===== config.mk =====
export PLATFORM = sky130hd
export DESIGN_NAME = sliding_log_rate_limiter
export DESIGN_NICKNAME = d
export VERILOG_FILES = /design/src/slrl_pkg.sv /design/src/slrl_regs.sv /design/src/slrl_ctrl.sv /design/src/slrl_dp.sv /design/src/sliding_log_rate_limiter.sv
export SDC_FILE = /design/constraint.sdc
export NUM_CORES = 2
export LEC_CHECK = 0
export BUFFER_PORTS_ARGS = -buffer_cell sky130_fd_sc_hd__buf_2
export CORE_MARGIN = 5
export CORE_UTILIZATION = 50
export DETAILED_ROUTE_END_ITERATION = 16
export PLACE_DENSITY = 0.65
export SLEW_MARGIN = 20
export SYNTH_ARGS = -nofsm -noshare
export SYNTH_HDL_FRONTEND = slang
export SYNTH_HIERARCHICAL = 1
export SYNTH_SLANG_ARGS = --single-unit

===== constraint.sdc =====
create_clock -name clk -period 4.89 [get_ports clk]
set_input_delay 0.2445 -clock clk [delete_from_list [all_inputs] [get_ports clk]]
set_output_delay 0.2445 -clock clk [all_outputs]
set_load 0.005 [all_outputs]

===== src/slrl_pkg.sv =====
// Shared types, constants and register map of the sliding-log rate limiter.
package slrl_pkg;

    localparam int SLRL_LOG_DEPTH = 64;
    localparam int SLRL_TIME_BITS = 32;

    localparam int CFG_TIME_W = 31;
    localparam int CFG_LIM_W  = 7;
    localparam int COUNT_W    = 7;
    localparam int APB_ADDR_W = 5;
    localparam int APB_DATA_W = 32;

    localparam logic [2:0] REG_MIN_INTERVAL = 3'd0;
    localparam logic [2:0] REG_WINDOW       = 3'd1;
    localparam logic [2:0] REG_BURST        = 3'd2;
    localparam logic [2:0] REG_WINDOW_LIMIT = 3'd3;
    localparam logic [2:0] REG_BURST_LIMIT  = 3'd4;

    localparam logic [CFG_TIME_W-1:0] RST_MIN_INTERVAL = 31'd1000;
    localparam logic [CFG_TIME_W-1:0] RST_WINDOW       = 31'd20000;
    localparam logic [CFG_TIME_W-1:0] RST_BURST        = 31'd5000;
    localparam logic [CFG_LIM_W-1:0]  RST_WINDOW_LIMIT = 7'd5;
    localparam logic [CFG_LIM_W-1:0]  RST_BURST_LIMIT  = 7'd3;

    localparam logic OP_QUERY  = 1'b0;
    localparam logic OP_RECORD = 1'b1;

    localparam logic [2:0] VERDICT_GRANTED     = 3'd0;
    localparam logic [2:0] VERDICT_INTERVAL    = 3'd1;
    localparam logic [2:0] VERDICT_WINDOW_FULL = 3'd2;
    localparam logic [2:0] VERDICT_BURST_FULL  = 3'd3;
    localparam logic [2:0] VERDICT_RECORDED    = 3'd4;

    typedef struct packed {
        logic [CFG_TIME_W-1:0] min_interval_ticks;
        logic [CFG_TIME_W-1:0] window_ticks;
        logic [CFG_TIME_W-1:0] burst_ticks;
        logic [CFG_LIM_W-1:0]  window_limit;
        logic [CFG_LIM_W-1:0]  burst_limit;
    } slrl_cfg_t;

    typedef struct packed {
        logic load;
        logic scan;
        logic reply;
        logic record;
    } slrl_cmd_t;

    typedef struct packed {
        logic scan_done;
    } slrl_sts_t;

endpackage


===== src/slrl_regs.sv =====
// APB configuration registers of the rate limiter.
module slrl_regs
(
    input  logic                              clk,
    input  logic                              rst_n,
    input  logic                              psel,
    input  logic                              penable,
    input  logic                              pwrite,
    input  logic [slrl_pkg::APB_ADDR_W-1:0]   paddr,
    input  logic [slrl_pkg::APB_DATA_W-1:0]   pwdata,
    output logic [slrl_pkg::APB_DATA_W-1:0]   prdata,
    output logic                              pready,
    output slrl_pkg::slrl_cfg_t               cfg
);
    import slrl_pkg::*;

    slrl_cfg_t  cfg_reg;
    slrl_cfg_t  cfg_next;
    logic       wr_en;
    logic [2:0] reg_sel;

    assign pready  = 1'b1;
    assign wr_en   = psel && penable && pwrite && pready;
    assign reg_sel = paddr[4:2];
    assign cfg     = cfg_reg;

    always_comb
    begin
        cfg_next = cfg_reg;
        if (wr_en)
        begin
            case (reg_sel)
                REG_MIN_INTERVAL: cfg_next.min_interval_ticks = pwdata[CFG_TIME_W-1:0];
                REG_WINDOW:       cfg_next.window_ticks       = pwdata[CFG_TIME_W-1:0];
                REG_BURST:        cfg_next.burst_ticks        = pwdata[CFG_TIME_W-1:0];
                REG_WINDOW_LIMIT: cfg_next.window_limit       = pwdata[CFG_LIM_W-1:0];
                REG_BURST_LIMIT:  cfg_next.burst_limit        = pwdata[CFG_LIM_W-1:0];
                default:          cfg_next = cfg_reg;
            endcase
        end
    end

    always_comb
    begin
        case (reg_sel)
            REG_MIN_INTERVAL: prdata = APB_DATA_W'(cfg_reg.min_interval_ticks);
            REG_WINDOW:       prdata = APB_DATA_W'(cfg_reg.window_ticks);
            REG_BURST:        prdata = APB_DATA_W'(cfg_reg.burst_ticks);
            REG_WINDOW_LIMIT: prdata = APB_DATA_W'(cfg_reg.window_limit);
            REG_BURST_LIMIT:  prdata = APB_DATA_W'(cfg_reg.burst_limit);
            default:          prdata = '0;
        endcase
    end

    always_ff @(posedge clk or negedge rst_n)
    begin
        if (!rst_n)
        begin
            cfg_reg.min_interval_ticks <= RST_MIN_INTERVAL;
            cfg_reg.window_ticks       <= RST_WINDOW;
            cfg_reg.burst_ticks        <= RST_BURST;
            cfg_reg.window_limit       <= RST_WINDOW_LIMIT;
            cfg_reg.burst_limit        <= RST_BURST_LIMIT;
        end
        else
        begin
            cfg_reg <= cfg_next;
        end
    end

endmodule


===== src/slrl_ctrl.sv =====
// Controller state machine: sequences load, log scan, reply and record.
module slrl_ctrl
(
    input  logic                 clk,
    input  logic                 rst_n,
    input  logic                 start,
    input  logic                 opcode,
    output logic                 busy,
    output slrl_pkg::slrl_cmd_t  cmd,
    input  slrl_pkg::slrl_sts_t  sts
);
    import slrl_pkg::*;

    typedef enum logic [3:0] {
        ST_IDLE  = 4'b0001,
        ST_SCAN  = 4'b0010,
        ST_REPLY = 4'b0100,
        ST_REC   = 4'b1000
    } state_t;

    state_t state_reg;
    state_t state_next;

    assign busy = (state_reg != ST_IDLE);

    always_comb
    begin
        cmd        = '0;
        state_next = state_reg;
        case (state_reg)
            ST_IDLE:
            begin
                if (start)
                begin
                    cmd.load   = 1'b1;
                    state_next = (opcode == OP_RECORD) ? ST_REC : ST_SCAN;
                end
            end
            ST_SCAN:
            begin
                cmd.scan = 1'b1;
                if (sts.scan_done)
                begin
                    state_next = ST_REPLY;
                end
            end
            ST_REPLY:
            begin
                cmd.reply  = 1'b1;
                state_next = ST_IDLE;
            end
            ST_REC:
            begin
                cmd.record = 1'b1;
                state_next = ST_IDLE;
            end
            default:
            begin
                state_next = ST_IDLE;
            end
        endcase
    end

    always_ff @(posedge clk or negedge rst_n)
    begin
        if (!rst_n)
        begin
            state_reg <= ST_IDLE;
        end
        else
        begin
            state_reg <= state_next;
        end
    end

endmodule


===== src/slrl_dp.sv =====
// Datapath: time log memory, pointers, scan pipeline and result registers.
module slrl_dp
#(
    parameter int LOG_DEPTH = slrl_pkg::SLRL_LOG_DEPTH,
    parameter int TIME_BITS = slrl_pkg::SLRL_TIME_BITS
)
(
    input  logic                              clk,
    input  logic                              rst_n,
    input  logic [TIME_BITS-1:0]              now_ticks,
    input  slrl_pkg::slrl_cfg_t               cfg,
    input  slrl_pkg::slrl_cmd_t               cmd,
    output slrl_pkg::slrl_sts_t               sts,
    output logic                              done,
    output logic                              granted,
    output logic [2:0]                        verdict,
    output logic [slrl_pkg::COUNT_W-1:0]      logged_count,
    output logic [slrl_pkg::COUNT_W-1:0]      recent_count,
    output logic                              dropped_oldest
);
    import slrl_pkg::*;

    localparam int IDX_W = $clog2(LOG_DEPTH);
    localparam int CNT_W = $clog2(LOG_DEPTH + 1);
    localparam int CMP_W = (TIME_BITS > CFG_TIME_W) ? TIME_BITS : CFG_TIME_W;

    logic [TIME_BITS-1:0] mem [LOG_DEPTH];
    logic [TIME_BITS-1:0] rdata_reg;
    logic                 rd_en;
    logic                 wr_en;
    logic [IDX_W-1:0]     wr_idx;

    logic [TIME_BITS-1:0] now_reg;
    logic [TIME_BITS-1:0] last_reg,     last_next;
    logic                 ever_reg,     ever_next;
    logic [IDX_W-1:0]     head_reg,     head_next;
    logic [CNT_W-1:0]     fill_reg,     fill_next;
    logic [IDX_W-1:0]     rd_idx_reg,   rd_idx_next;
    logic [CNT_W-1:0]     rd_left_reg,  rd_left_next;
    logic                 vld_reg,      vld_next;
    logic                 clean_reg,    clean_next;
    logic [CNT_W-1:0]     cnt_reg,      cnt_next;
    logic                 done_reg;

    logic                 granted_reg,  granted_next;
    logic [2:0]           verdict_reg,  verdict_next;
    logic [COUNT_W-1:0]   logged_reg,   logged_next;
    logic [COUNT_W-1:0]   recent_reg,   recent_next;
    logic                 dropped_reg,  dropped_next;

    logic [TIME_BITS-1:0] age_entry;
    logic [TIME_BITS-1:0] age_last;
    logic                 expired;
    logic                 in_burst;
    logic                 too_soon;
    logic                 log_full;
    logic [IDX_W:0]       wr_sum;

    function automatic logic [IDX_W-1:0] wrap_inc(input logic [IDX_W-1:0] idx);
        logic [IDX_W-1:0] res;
        res = (idx == IDX_W'(LOG_DEPTH - 1)) ? '0 : idx + 1'b1;
        return res;
    endfunction

    function automatic logic [COUNT_W-1:0] sat_count(input logic [CNT_W-1:0] v);
        logic [COUNT_W-1:0] res;
        res = (32'(v) > 32'd127) ? COUNT_W'(127) : COUNT_W'(v);
        return res;
    endfunction

    assign age_entry = now_reg - rdata_reg;
    assign age_last  = now_reg - last_reg;
    assign expired   = CMP_W'(age_entry) > CMP_W'(cfg.window_ticks);
    assign in_burst  = CMP_W'(age_entry) <= CMP_W'(cfg.burst_ticks);
    assign too_soon  = ever_reg && (CMP_W'(age_last) < CMP_W'(cfg.min_interval_ticks));
    assign log_full  = (fill_reg == CNT_W'(LOG_DEPTH));

    assign wr_sum = (IDX_W + 1)'(head_reg) + (IDX_W + 1)'(fill_reg);
    assign wr_idx = log_full ? head_reg
                  : (wr_sum >= (IDX_W + 1)'(LOG_DEPTH))
                    ? IDX_W'(wr_sum - (IDX_W + 1)'(LOG_DEPTH))
                    : IDX_W'(wr_sum);

    assign rd_en = cmd.scan && (rd_left_reg != '0);
    assign wr_en = cmd.record;

    assign sts.scan_done = (rd_left_reg == '0) && !vld_reg;

    always_comb
    begin
        last_next    = last_reg;
        ever_next    = ever_reg;
        head_next    = head_reg;
        fill_next    = fill_reg;
        rd_idx_next  = rd_idx_reg;
        rd_left_next = rd_left_reg;
        vld_next     = 1'b0;
        clean_next   = clean_reg;
        cnt_next     = cnt_reg;
        granted_next = granted_reg;
        verdict_next = verdict_reg;
        logged_next  = logged_reg;
        recent_next  = recent_reg;
        dropped_next = dropped_reg;

        if (cmd.load)
        begin
            rd_idx_next  = head_reg;
            rd_left_next = fill_reg;
            clean_next   = 1'b1;
            cnt_next     = '0;
        end

        if (cmd.scan)
        begin
            if (rd_en)
            begin
                rd_idx_next  = wrap_inc(rd_idx_reg);
                rd_left_next = rd_left_reg - 1'b1;
                vld_next     = 1'b1;
            end
            if (vld_reg)
            begin
                if (clean_reg && expired)
                begin
                    head_next = wrap_inc(head_reg);
                    fill_next = fill_reg - 1'b1;
                end
                else
                begin
                    clean_next = 1'b0;
                    if (in_burst)
                    begin
                        cnt_next = cnt_reg + 1'b1;
                    end
                end
            end
        end

        if (cmd.reply)
        begin
            dropped_next = 1'b0;
            logged_next  = sat_count(fill_reg);
            recent_next  = sat_count(cnt_reg);
            granted_next = 1'b0;
            if (too_soon)
            begin
                verdict_next = VERDICT_INTERVAL;
            end
            else if (32'(fill_reg) >= 32'(cfg.window_limit))
            begin
                verdict_next = VERDICT_WINDOW_FULL;
            end
            else if (32'(cnt_reg) >= 32'(cfg.burst_limit))
            begin
                verdict_next = VERDICT_BURST_FULL;
            end
            else
            begin
                verdict_next = VERDICT_GRANTED;
                granted_next = 1'b1;
            end
        end

        if (cmd.record)
        begin
            if (log_full)
            begin
                head_next = wrap_inc(head_reg);
            end
            else
            begin
                fill_next = fill_reg + 1'b1;
            end
            last_next    = now_reg;
            ever_next    = 1'b1;
            granted_next = 1'b0;
            verdict_next = VERDICT_RECORDED;
            logged_next  = log_full ? sat_count(fill_reg) : sat_count(fill_reg + 1'b1);
            recent_next  = '0;
            dropped_next = log_full;
        end
    end

    always_ff @(posedge clk)
    begin
        if (wr_en)
        begin
            mem[wr_idx] <= now_reg;
        end
        if (rd_en)
        begin
            rdata_reg <= mem[rd_idx_reg];
        end
    end

    always_ff @(posedge clk)
    begin
        if (cmd.load)
        begin
            now_reg <= now_ticks;
        end
        rd_idx_reg  <= rd_idx_next;
        granted_reg <= granted_next;
        verdict_reg <= verdict_next;
        logged_reg  <= logged_next;
        recent_reg  <= recent_next;
        dropped_reg <= dropped_next;
    end

    always_ff @(posedge clk or negedge rst_n)
    begin
        if (!rst_n)
        begin
            last_reg    <= '0;
            ever_reg    <= 1'b0;
            head_reg    <= '0;
            fill_reg    <= '0;
            rd_left_reg <= '0;
            vld_reg     <= 1'b0;
            clean_reg   <= 1'b0;
            cnt_reg     <= '0;
            done_reg    <= 1'b0;
        end
        else
        begin
            last_reg    <= last_next;
            ever_reg    <= ever_next;
            head_reg    <= head_next;
            fill_reg    <= fill_next;
            rd_left_reg <= rd_left_next;
            vld_reg     <= vld_next;
            clean_reg   <= clean_next;
            cnt_reg     <= cnt_next;
            done_reg    <= cmd.reply || cmd.record;
        end
    end

    assign done           = done_reg;
    assign granted        = granted_reg;
    assign verdict        = verdict_reg;
    assign logged_count   = logged_reg;
    assign recent_count   = recent_reg;
    assign dropped_oldest = dropped_reg;

    a_fill_bound: assert property (@(posedge clk) disable iff (!rst_n)
        32'(fill_reg) <= LOG_DEPTH)
        else $error("log fill above depth");

    a_cnt_bound: assert property (@(posedge clk) disable iff (!rst_n)
        cnt_reg <= fill_reg)
        else $error("burst count above log fill");

    a_done_pulse: assert property (@(posedge clk) disable iff (!rst_n)
        done_reg |=> !done_reg)
        else $error("result strobe longer than one cycle");

    a_read_in_scan: assert property (@(posedge clk) disable iff (!rst_n)
        vld_reg |-> $past(cmd.scan))
        else $error("log word valid outside a scan");

endmodule


===== src/sliding_log_rate_limiter.sv =====
// Top level of the sliding-log rate limiter.
//
//  channel   direction  signals                                   accepted when
//  command   in         start, opcode, now_ticks / busy           start && !busy
//  result    out        done, granted, verdict, logged_count,     done (one cycle)
//                       recent_count, dropped_oldest
//  config    in         psel, penable, pwrite, paddr, pwdata /    psel && penable && pwrite
//                       prdata, pready
//
// A record word passes through the record state before its result strobe is registered.
// A query walks the log through one memory read port, one entry per cycle:
// its result strobe is registered after the scan state has read every logged
// entry and the reply state has set the verdict, also when the log is empty.
// busy is low again in the strobe cycle, so the next word can be taken then.
// Reset empties the log and loads the default register values at once.
// Results cannot be held off by the receiver.
module sliding_log_rate_limiter
#(
    parameter int LOG_DEPTH = slrl_pkg::SLRL_LOG_DEPTH,
    parameter int TIME_BITS = slrl_pkg::SLRL_TIME_BITS
)
(
    input  logic                              clk,
    input  logic                              rst_n,
    input  logic                              start,
    output logic                              busy,
    input  logic                              opcode,
    input  logic [TIME_BITS-1:0]              now_ticks,
    output logic                              done,
    output logic                              granted,
    output logic [2:0]                        verdict,
    output logic [slrl_pkg::COUNT_W-1:0]      logged_count,
    output logic [slrl_pkg::COUNT_W-1:0]      recent_count,
    output logic                              dropped_oldest,
    input  logic                              psel,
    input  logic                              penable,
    input  logic                              pwrite,
    input  logic [slrl_pkg::APB_ADDR_W-1:0]   paddr,
    input  logic [slrl_pkg::APB_DATA_W-1:0]   pwdata,
    output logic [slrl_pkg::APB_DATA_W-1:0]   prdata,
    output logic                              pready
);
    import slrl_pkg::*;

    slrl_cfg_t cfg;
    slrl_cmd_t cmd;
    slrl_sts_t sts;

    slrl_regs u_regs
    (
        .clk     (clk),
        .rst_n   (rst_n),
        .psel    (psel),
        .penable (penable),
        .pwrite  (pwrite),
        .paddr   (paddr),
        .pwdata  (pwdata),
        .prdata  (prdata),
        .pready  (pready),
        .cfg     (cfg)
    );

    slrl_ctrl u_ctrl
    (
        .clk    (clk),
        .rst_n  (rst_n),
        .start  (start),
        .opcode (opcode),
        .busy   (busy),
        .cmd    (cmd),
        .sts    (sts)
    );

    slrl_dp
    #(
        .LOG_DEPTH (LOG_DEPTH),
        .TIME_BITS (TIME_BITS)
    )
    u_dp
    (
        .clk            (clk),
        .rst_n          (rst_n),
        .now_ticks      (now_ticks),
        .cfg            (cfg),
        .cmd            (cmd),
        .sts            (sts),
        .done           (done),
        .granted        (granted),
        .verdict        (verdict),
        .logged_count   (logged_count),
        .recent_count   (recent_count),
        .dropped_oldest (dropped_oldest)
    );

endmodule

==> impl_metrics.csv <==
group,metric,value,unit
flow_run,cap_violations,0,
clock_network,clkSinkCount,2311,
pwr,total_power,56.8,mW
routing,route.detailed.drc,0,
clock_network,clk_latency,0.87,ns
layout,fin_nets,6314,
placement,post_dp_cell_area,0.103,mm²
timing,min_period,4.85,ns
timing,fin_skew,0.0321,ns
pwr,peakVddDrop,0.421,mV
worst_setup_path,crit_path_end_kind,"register",
pwr,cellPowerDensity,513,mW/mm²
timing,setup_violations,0,
timing,hold_ws,0.0910,ns
min_path,holdCritStartpoint,"now_ticks[31]",
min_path,hold_path_class,"primary input to register",
routing,drt_wl_total,268,mm
logic_synthesis,ys_warn_count,6,
timing,hold_violations,0,
logic_synthesis,syn_inst,5574,
logic_synthesis,synth_edf_count,2120,
clock_network,cts_max_path_buffers,3,
grt,antenna_found_initial,15,
placement,gp_congestion,0.907,
grt,grt_pass1_wl,384,mm
grt,gr-total-overflow,0,
logic_synthesis,avgSynthCellArea,17.3,µm²
layout,fin_cells,8769,
timing,drv_slew,0,
logic_synthesis,ys_top_cells_by_area,"edfxtp_1, mux4_2, mux2i_1",
logic_synthesis,synthArstFlopShare,0.0753,
routing,drtIter0Drc,6450,
clock_network,cts_tree,"built",
worst_setup_path,rr_endpoint,"u_dp/fill_reg[5]",
logic_synthesis,synth-seq-cells,2311,
routing,ant_nets,0,
worst_setup_path,reg2reg_from,"u_dp/now_reg[3]",
floorplanning,ioPinCount,130,
floorplanning,dieArea,0.202,mm²
min_path,hold_path_end,"u_dp/now_reg[31]",
logic_synthesis,yosysUniqueCellTypes,99,
placement,port-buffer-count,124,
timing,slew_headroom,0.223,
routing,post_drt_wl_per_cell,30.6,µm
worst_setup_path,cp_max_fo,8,
worst_setup_path,crit_type,"register to register",
logic_synthesis,yosysSeqAreaShare,0.710,
worst_setup_path,cp-start-kind,"register",
grt,grt_pass1_vias,53900,
routing,viasPerCell,6.26,
placement,dpl.hpwl,158,mm
layout,area_delta_synth_final,15.0,%
clock_network,htreeDepth,4,
timing,fmax,206,MHz
placement,place_inst,8276,
grt,grt_max_degree,98,
timing,rsz0062_at_grt,"yes",
timing,tightest_slew,1.15,ns
logic_synthesis,synth_flop_cell,"edfxtp_1",
worst_setup_path,crit_required,5.63,ns
logic_synthesis,yosys.area.top_type,"edfxtp_1",
timing,fin_crit_sh,0.991,
worst_setup_path,r2r_slack,0.04,ns
outcome,status,"finished, final reports clean",
min_path,worstHoldPathCells,2,
grt,grt_usage,0.261,
pwr,p_leak,36.6,nW
floorplanning,die_x,449,µm
clock_network,cts_root_buf,"clkbuf_16",
routing,num_vias,54900,
logic_synthesis,syn_nets,5833,
worst_setup_path,cp_data_arrival_time,5.58,ns
logic_synthesis,syn_area,0.0963,mm²
floorplanning,rows,161,
logic_synthesis,synth_top_area_frac,0.661,
floorplanning,coreArea,0.192,mm²
layout,layout-drive-gt1-share,0.222,
layout,largest_register_ffs,2048,
worst_setup_path,reg2reg_depth,18,
timing,fin_tns_setup,0,ns
floorplanning,die_y,449,µm
floorplanning,start_util,0.501,
clock_network,cts_buffers,225,
layout,final_area,0.111,mm²
clock_network,clk_pin_slew,0.06,ns
routing,drt_first_pass_iters,5,
worst max-delay path: stages, from the launching register on:
cell	delay, ns
edfxtp_1	0.47
ha_1	0.39
o21a_1	0.14
o31a_1	0.11
o31a_1	0.30
o21ai_2	0.19
o22ai_2	0.11
o41a_1	0.51
a21boi_2	0.21
xnor2_2	0.10
ha_1	0.32
nand4_1	0.16
nor4_4	0.33
nand2_2	0.13
or4_4	0.45
o21ai_4	0.13
o32a_4	0.27
a2111oi_4	0.09
a211o_1	0.29
area by class of cell:
type | instances | area, µm²
multi-input cells | 2780 | 26800
inverters | 206 | 781
fillers | 14300 | 81400
diodes | 3 | 7.51
clock inverters | 115 | 1110
well taps | 2526 | 3160
repair buffers | 531 | 4610
clock buffers | 297 | 5970
flip-flops and latches | 2311 | 68400
power breakdown:
part / switching, mW / internal [mW]
clock network: 7.35 / 9.43
logic: 9.91 / 6.64
registers: 0.613 / 22.9
total: 17.9 / 39.0
routing by layer:
layer | vias to the layer above | wire length, µm | global-route usage
met2 | 2555 | 125000 | 0.406
met3 | 439 | 22800 | 0.0427
met5 | - | 13 | 0
met1 | 28500 | 108000 | 0.369
li1 | 23400 | - | -
met4 | 2 | 12800 | 0.115
timing repair:
action                                 CTS  global route
hold buffers                            68             0
setup endpoints to repair               24            24
endpoints found under the hold margin  219             0
buffers inserted                         1            11
pin swaps                                6            30
resized for setup                       15            50
layout by cell type, fill, tap and decap left out, types with 64 or more instances in the layout:
master            n
edfxtp_1       2120
mux2i_1         520
mux4_2          284
o221ai_1        280
buf_4           277
clkbuf_16       226
nand2_1         225
inv_1           202
a21oi_1         193
ha_1            178
dfrtp_1         153
nor2_1          147
buf_2           123
o22ai_1          88
o21ai_0          83
dlygate4sd3_1    67
clkbuf_1         66
nor2_4           66
mux2_4           64
worst max-delay path by stage:
stage	startpoint	to	slack [ns]	cells after the start
global route	u_dp/now_reg[3]	u_dp/cnt_reg[4]	-0.07	20
finish	u_dp/now_reg[3]	u_dp/fill_reg[5]	0.04	18
CTS	u_dp/now_reg[1]	u_dp/granted	0.006	20
floorplan	u_dp/now_reg[1]	u_dp/cnt_reg[1]	-0.50	18
global placement	u_dp/now_reg[0]	u_dp/cnt_reg[1]	-0.20	20
detailed placement	u_dp/now_reg[0]	u_dp/cnt_reg[3]	-0.23	21
synth_stat cells, drive strengths merged (13+ instances only):
master and count:
dfrtp 153, o21bai 13, a211oi 45, ha 180, o22ai 90, nor3 56, edfxtp 2120, nand2b 16
inv 204, nand3 42, dfstp 21, o21a 25, a221oi 22, buf 132, o221ai 280, a21o 40
clkbuf 145, nor2b 17, or2 33, a21oi 203, nand4 27, nor2 215, dfxtp 17, mux2i 520
xor2 14, mux2 118, mux4 284, xnor2 49, o21ai 96, nand2 228
through the flow:
stage          utilization  worst slack [ns]
3_5_place_dp         0.534            -0.229
4_1_cts              0.575           0.00623
5_1_grt              0.577           -0.0727
2_1_floorplan            -            -0.501
6_report             0.577            0.0421
3_3_place_gp         0.534            -0.197
kinds of logic (layout without fill, tap and decap cells):
| group | Yosys count | count (layout) | share of synthesized area |
|---|---|---|---|
| DFF | 2311 | 2311 | 0.710 |
| muxes | 922 | 922 | 0.137 |
| AOI/OAI and AO/OA | 918 | 918 | 0.0683 |
| and+or+nand+nor | 692 | 692 | 0.0334 |
| buffers and inverters | 483 | 1149 | 0.0220 |
| adders and majority gates | 183 | 183 | 0.0240 |
| xor gates and xnor gates | 63 | 63 | 0.00573 |
| other | 2 | 5 | 0.0000779 |
Power figures use the tool's default switching activity.
